===== src/design/assert_macros.svh =====
// Assertion macros shared by the keyed table engine RTL.
// Each macro expects a clock named clk and an active-low reset named rst_n in scope.
`ifndef ASSERT_MACROS_SVH
`define ASSERT_MACROS_SVH

// Same-cycle implication, checked only outside reset.
`define KTE_ASSERT_NOW(label, ante, cons, msg) \
    label: assert property (@(posedge clk) disable iff (!rst_n) (ante) |-> (cons)) \
        else $error(msg);

// Next-cycle implication, checked only outside reset.
`define KTE_ASSERT_NEXT(label, ante, cons, msg) \
    label: assert property (@(posedge clk) disable iff (!rst_n) (ante) |=> (cons)) \
        else $error(msg);

`endif


===== src/design/kte_pkg.sv =====
// Package for the keyed table engine: sizes, operation codes, item structs
// and the command and status bundles between controller and datapath. No dependencies.
package kte_pkg;

    localparam int TABLE_DEPTH  = 128;
    localparam int PAYLOAD_BITS = 32;
    localparam int IDX_BITS     = $clog2(TABLE_DEPTH);
    localparam int COUNT_BITS   = $clog2(TABLE_DEPTH + 1);

    localparam logic [2:0] OP_ADD    = 3'd0;
    localparam logic [2:0] OP_REMOVE = 3'd1;
    localparam logic [2:0] OP_FIND   = 3'd2;
    localparam logic [2:0] OP_CHANGE = 3'd3;
    localparam logic [2:0] OP_CLEAR  = 3'd4;

    typedef struct packed {
        logic [2:0]         operation;
        logic signed [31:0] key;
        logic [31:0]        payload;
    } req_t;

    typedef struct packed {
        logic        success;
        logic [31:0] found_payload;
        logic [7:0]  row_count;
        logic        table_full;
    } rsp_t;

    typedef struct packed {
        logic load;
        logic add;
        logic clear;
        logic scan;
        logic find_hit;
        logic change_hit;
        logic remove_hit;
        logic shift;
        logic publish;
    } kte_cmd_t;

    typedef struct packed {
        logic [2:0] op;
        logic       hit;
        logic       pipe_valid;
        logic       more_scan;
        logic       more_shift;
    } kte_status_t;

endpackage


===== src/design/kte_ctrl.sv =====
// Controller of the keyed table engine: request sequencing and result handshake.
// Depends on kte_pkg for the command and status bundles and the operation codes.
module kte_ctrl (
    input  logic                 clk,
    input  logic                 rst_n,
    input  logic                 req_valid,
    output logic                 req_ready,
    output logic                 rsp_valid,
    input  logic                 rsp_ready,
    input  kte_pkg::kte_status_t status,
    output kte_pkg::kte_cmd_t    cmd
);
    import kte_pkg::*;

    typedef enum logic [2:0] {
        S_IDLE,
        S_DISPATCH,
        S_SCAN,
        S_SHIFT,
        S_FINISH
    } state_t;

    state_t state_reg, state_next;
    logic   out_valid_reg, out_valid_next;

    always_comb
    begin
        cmd            = '0;
        state_next     = state_reg;
        out_valid_next = out_valid_reg;

        if (out_valid_reg && rsp_ready)
        begin
            out_valid_next = 1'b0;
        end

        unique case (state_reg)
            S_IDLE:
            begin
                if (req_valid)
                begin
                    cmd.load   = 1'b1;
                    state_next = S_DISPATCH;
                end
            end
            S_DISPATCH:
            begin
                priority if (status.op == OP_ADD)
                begin
                    cmd.add    = 1'b1;
                    state_next = S_FINISH;
                end
                else if (status.op == OP_CLEAR)
                begin
                    cmd.clear  = 1'b1;
                    state_next = S_FINISH;
                end
                else if ((status.op == OP_REMOVE) || (status.op == OP_FIND) ||
                         (status.op == OP_CHANGE))
                begin
                    state_next = S_SCAN;
                end
                else
                begin
                    state_next = S_FINISH;
                end
            end
            S_SCAN:
            begin
                priority if (status.hit)
                begin
                    priority if (status.op == OP_FIND)
                    begin
                        cmd.find_hit = 1'b1;
                        state_next   = S_FINISH;
                    end
                    else if (status.op == OP_CHANGE)
                    begin
                        cmd.change_hit = 1'b1;
                        state_next     = S_FINISH;
                    end
                    else
                    begin
                        cmd.remove_hit = 1'b1;
                        state_next     = S_SHIFT;
                    end
                end
                else if (!status.pipe_valid && !status.more_scan)
                begin
                    state_next = S_FINISH;
                end
                else
                begin
                    cmd.scan = 1'b1;
                end
            end
            S_SHIFT:
            begin
                if (!status.pipe_valid && !status.more_shift)
                begin
                    state_next = S_FINISH;
                end
                else
                begin
                    cmd.shift = 1'b1;
                end
            end
            S_FINISH:
            begin
                if (!out_valid_reg || rsp_ready)
                begin
                    cmd.publish    = 1'b1;
                    out_valid_next = 1'b1;
                    state_next     = S_IDLE;
                end
            end
            default:
            begin
                state_next = S_IDLE;
            end
        endcase
    end

    always_ff @(posedge clk or negedge rst_n)
    begin
        if (!rst_n)
        begin
            state_reg     <= S_IDLE;
            out_valid_reg <= 1'b0;
        end
        else
        begin
            state_reg     <= state_next;
            out_valid_reg <= out_valid_next;
        end
    end

    assign req_ready = state_reg == S_IDLE;
    assign rsp_valid = out_valid_reg;

endmodule


===== config.mk =====
export PLATFORM = sky130hd
export DESIGN_NAME = kte_ctrl
export DESIGN_NICKNAME = d
export VERILOG_FILES = /design/src/design/assert_macros.svh /design/src/design/kte_pkg.sv /design/src/design/kte_ctrl.sv
export SDC_FILE = /design/constraint.sdc
export NUM_CORES = 1
export LEC_CHECK = 0
export ABC_AREA = 1
export BUFFER_PORTS_ARGS = -buffer_cell sky130_fd_sc_hd__buf_4
export CORE_AREA = 3 3 40 42
export CTS_CLUSTER_SIZE = 40
export DETAILED_ROUTE_END_ITERATION = 10
export DIE_AREA = 0 0 43 45
export MAX_ROUTING_LAYER = met4
export PLACE_DENSITY_LB_ADDON = 0.3
export SYNTH_ARGS = -nofsm -noshare
export SYNTH_HDL_FRONTEND = slang
export SYNTH_SLANG_ARGS = --single-unit

===== constraint.sdc =====
create_clock -name clk -period 2.6 [get_ports clk]
set_clock_uncertainty 0.1 [all_clocks]
set_input_delay 0.39 -clock clk [delete_from_list [all_inputs] [get_ports clk]]
set_output_delay 0.39 -clock clk [all_outputs]
set_load 0.02 [all_outputs]

# == Yosys cells after proc, flatten, opt, wreduce, memory -nomap -nowiden ==
# Index checks and enable logic that the tools add are counted.
# word_totals
ff_bits,4
in_bits,11
word_cells,59
out_inout_bits,11
# op_classes
n_reduce_logical,13
n_eq_ne,12
mux,32
# op_table
cell,n
3-bit 2-to-1 mux,11
1-bit 2-to-1 mux,17
3-bit case mux with 5 select lines,1
3-bit by 2-bit equality test with 1-bit output (second input constant),4
3-bit by 1-bit equality test with 1-bit output (second input constant),2
3-bit equality test (second input constant),2
3-bit zero test,2
2-bit inequality test (second input constant),3
1-bit zero test,4
2-bit 2-to-1 mux,2
4-bit 2-to-1 mux,1
4-bit AND reduction,1
1-bit logical AND,3
1-bit logical OR,3
3-bit inequality test (second input constant),1

# == Logic depth before layout (Yosys ltp) ==
# logic_depth
depth_word,7
mapped_depth,7
depth_no_buf,7

# == Least setup slack after synthesis ==
# Ideal clock, no wire load.
# synth_timing
kind,input-to-output
startpoint,in status[6] (netlist name)
endpoint,out cmd[3] (netlist name)
required_ns,2.110
t_arrival_ns,1.239
n_path_buf,0
cell_stages,3
setup_slack_ns,0.871
path_cell_list,inv_1 -> nand2_1 -> nor4_1
# synth_lines
element,line_no,text
"start, declared",kte_ctrl.sv:10,"input kte_pkg::kte_status_t status,"
"end, declared",kte_ctrl.sv:11,output kte_pkg::kte_cmd_t cmd

==> impl_metrics.json <==
{
  "clk_pin_slew_ns": 0.04,
  "outcome": "finished, final reports clean",
  "setup_viol": 0,
  "irDropWorstVdd_mv": 0.399,
  "cp.arrival_ns": 1.28,
  "post-cts-setup-buffers": 0,
  "first_iter_violations": 5,
  "cp_common_cell": "inv_1",
  "slowest_delay_ns": 0.43,
  "synth_area_sq_um": 374,
  "num_vias": 438,
  "place.gp.congestion": 0.815,
  "wl_per_cell_um": 8.39,
  "cap_violations": 0,
  "grt_pass1_wl_um": 1660,
  "p_per_area_mw_per_mm2": 801,
  "yosysWarnings": 0,
  "r2r_slack_ns": 1.40,
  "cts_tree": "built",
  "routed_via_density": 4.21,
  "r2r_end": "state_reg[2]",
  "slowest_stage": "dfrtp_1",
  "placed_cell_area_sq_um": 551,
  "drc": 0,
  "finalCritPeriodShare_pct": 68.1,
  "dp_cells": 100,
  "row_count": 13,
  "drive_above_1_share_pct": 36.0,
  "grt_usage_pct": 11.4,
  "rr_worst_depth": 6,
  "grt_max_degree": 7,
  "synthCells": 64,
  "largest_reg_flops": 3,
  "die_area_sq_mm": 0.00194,
  "yosysSeqAreaShare_pct": 26.8,
  "areaGrowthSynthToFinish_pct": 55.9,
  "drt-pass1-iter-count": 4,
  "slew_violations": 0,
  "core_sq_mm": 0.00128,
  "synth_top_cell_by_area": "dfrtp_1",
  "clock_path_buffers": 2,
  "diodes": 0,
  "hpwl_um": 759,
  "numClockSinks": 4,
  "cts_buffers": 3,
  "h-tree-depth": 1,
  "cp_num_cells": 6,
  "final_cells": 104,
  "antenna_found_initial": 0,
  "grt_overflow": 0,
  "cts_root_buf": "clkbuf_4",
  "setup.worst_path.start": "state_reg[1]",
  "r2r-start": "state_reg[0]",
  "syn_nets": 75,
  "cp.buffers_inverters": 3,
  "final-hold-violation-count": 0,
  "stdcell_area_sq_um": 583,
  "pin_count": 22,
  "critPathCaptureType": "primary output",
  "syn_area_per_cell_sq_um": 5.85,
  "io_buffers": 21,
  "crit_family": "flip-flops",
  "min_period_ns": 1.77,
  "slew_headroom_pct": 84.1,
  "fin_nets": 102,
  "clock_latency_ns": 0.22,
  "setup_tns_ns": 0,
  "hp-class": "primary input to flip-flop",
  "start_util_pct": 29.1,
  "fmax_ghz": 0.565,
  "start_kind": "flip-flop",
  "ys_ff_latch": 4,
  "detail-route-antenna-nets": 0,
  "rsz0062_at_grt": "false",
  "worst_pin_slew_ns": 0.236,
  "synth_cell_type_count": 14,
  "fp.dieH_um": 45,
  "worstPathCellList": "inv_1 > nand2_1 > nor2_1 > inv_1 > nor3_1 > buf_4",
  "synth.area.top_cells": "dfrtp_1 (27%), nand2_1 (19%), inv_1 (16%)",
  "criticalPathCategory": "flip-flop to primary output",
  "synth_top_area_share_pct": 26.8,
  "cellLeakagePower_nw": 0.357,
  "drt_wl_total_um": 873,
  "min_path_cells": 4,
  "crit_fanout": 5,
  "crit_end": "cmd[7]",
  "grt_pass1_vias": 417,
  "chipWidth_um": 43,
  "crit_required_ns": 2.11
}
==> cells in the mapped netlist <==
cell,number
nand2_1,19
o211ai_1,1
inv_1,16
nand3_2,1
nand3_1,3
inv_2,1
nor2_2,4
nor4_1,2
o21ai_4,1
a21oi_1,2
dfrtp_1,4
nand2_2,1
nor2_1,7
nor3_1,2
==> layout make-up <==
type,instances,area [sq um]
clock buffers,3,22.5
fillers,145,702
inverters,17,63.8
multi-input cells,43,210
flip-flops and latches,4,100
well taps,15,18.8
repair buffers,22,168
==> how the worst min path moves through the flow <==
stage               from            to  slack (ns)
2_1_floorplan      rst_n     rsp_valid      -0.006
3_3_place_gp       rst_n  state_reg[1]        0.09
3_5_place_dp       rst_n  state_reg[1]        0.09
4_1_cts        rsp_ready     rsp_valid        0.35
5_1_grt            rst_n  state_reg[2]        0.39
6_report       rsp_ready     rsp_valid        0.35
==> per-layer routing <==
metal | track usage (%) | up-vias | routed length [um]
met4 | 3.61 | 0 | 0
li1 | - | 242 | -
met3 | 1.20 | 0 | 52
met2 | 18.3 | 12 | 422
met5 | - | - | 0
met1 | 15.1 | 184 | 398
==> worst register-to-register path, cell delays in order, from the launching register on <==
cell and delay [ns]:
dfrtp_1 0.44, inv_1 0.10, nand3_2 0.10, nor2_2 0.19, nor2_2 0.05, nand3_1 0.07, nand2_1 0.05
==> cells by family (layout without fill, tap and decap cells) <==
family	Yosys count	in the layout	synth area share, %
AND/OR/NAND/NOR	39	39	47.2
AO/OA/AOI/OAI	4	4	9.03
flip-flops	4	4	26.8
buffers and inverters	17	42	17.1
==> timing repair <==
item / in CTS / in global routing
hold buffers: 1 / 0
hold endpoints to repair: 4 / 0
gates resized for setup: 0 / 0
==> placed cells by master, fill, tap and decap left out, drive strengths merged <==
cell / count
dlygate4sd3: 1
inv: 17
a21oi: 2
nand2: 20
clkbuf: 3
dfrtp: 4
nor4: 2
nor2: 11
nor3: 2
nand3: 4
o21ai: 1
buf: 21
o211ai: 1
==> metrics by stage <==
step | util [%] | hold slack (ns) | total power [mW] | setup WS, ns
finish | 45.4 | 0.355 | 0.467 | 0.831
global route | 45.4 | 0.395 | 0.521 | 0.706
CTS | 45.4 | 0.353 | 0.475 | 0.812
detailed placement | 42.8 | 0.0878 | 0.399 | 0.987
global placement | 42.8 | 0.0864 | 0.395 | 1.02
floorplan | - | -0.00559 | 0.299 | 0.871
==> where the power goes <==
group | internal, mW | total (mW) | switching (mW) | leakage, nW
clock | 0.0513 | 0.0718 | 0.0205 | 0.0138
sequential | 0.0884 | 0.124 | 0.0352 | 0.0520
combinational | 0.111 | 0.271 | 0.161 | 0.291
total | 0.250 | 0.467 | 0.216 | 0.357
Power figures use the tool's default switching activity.
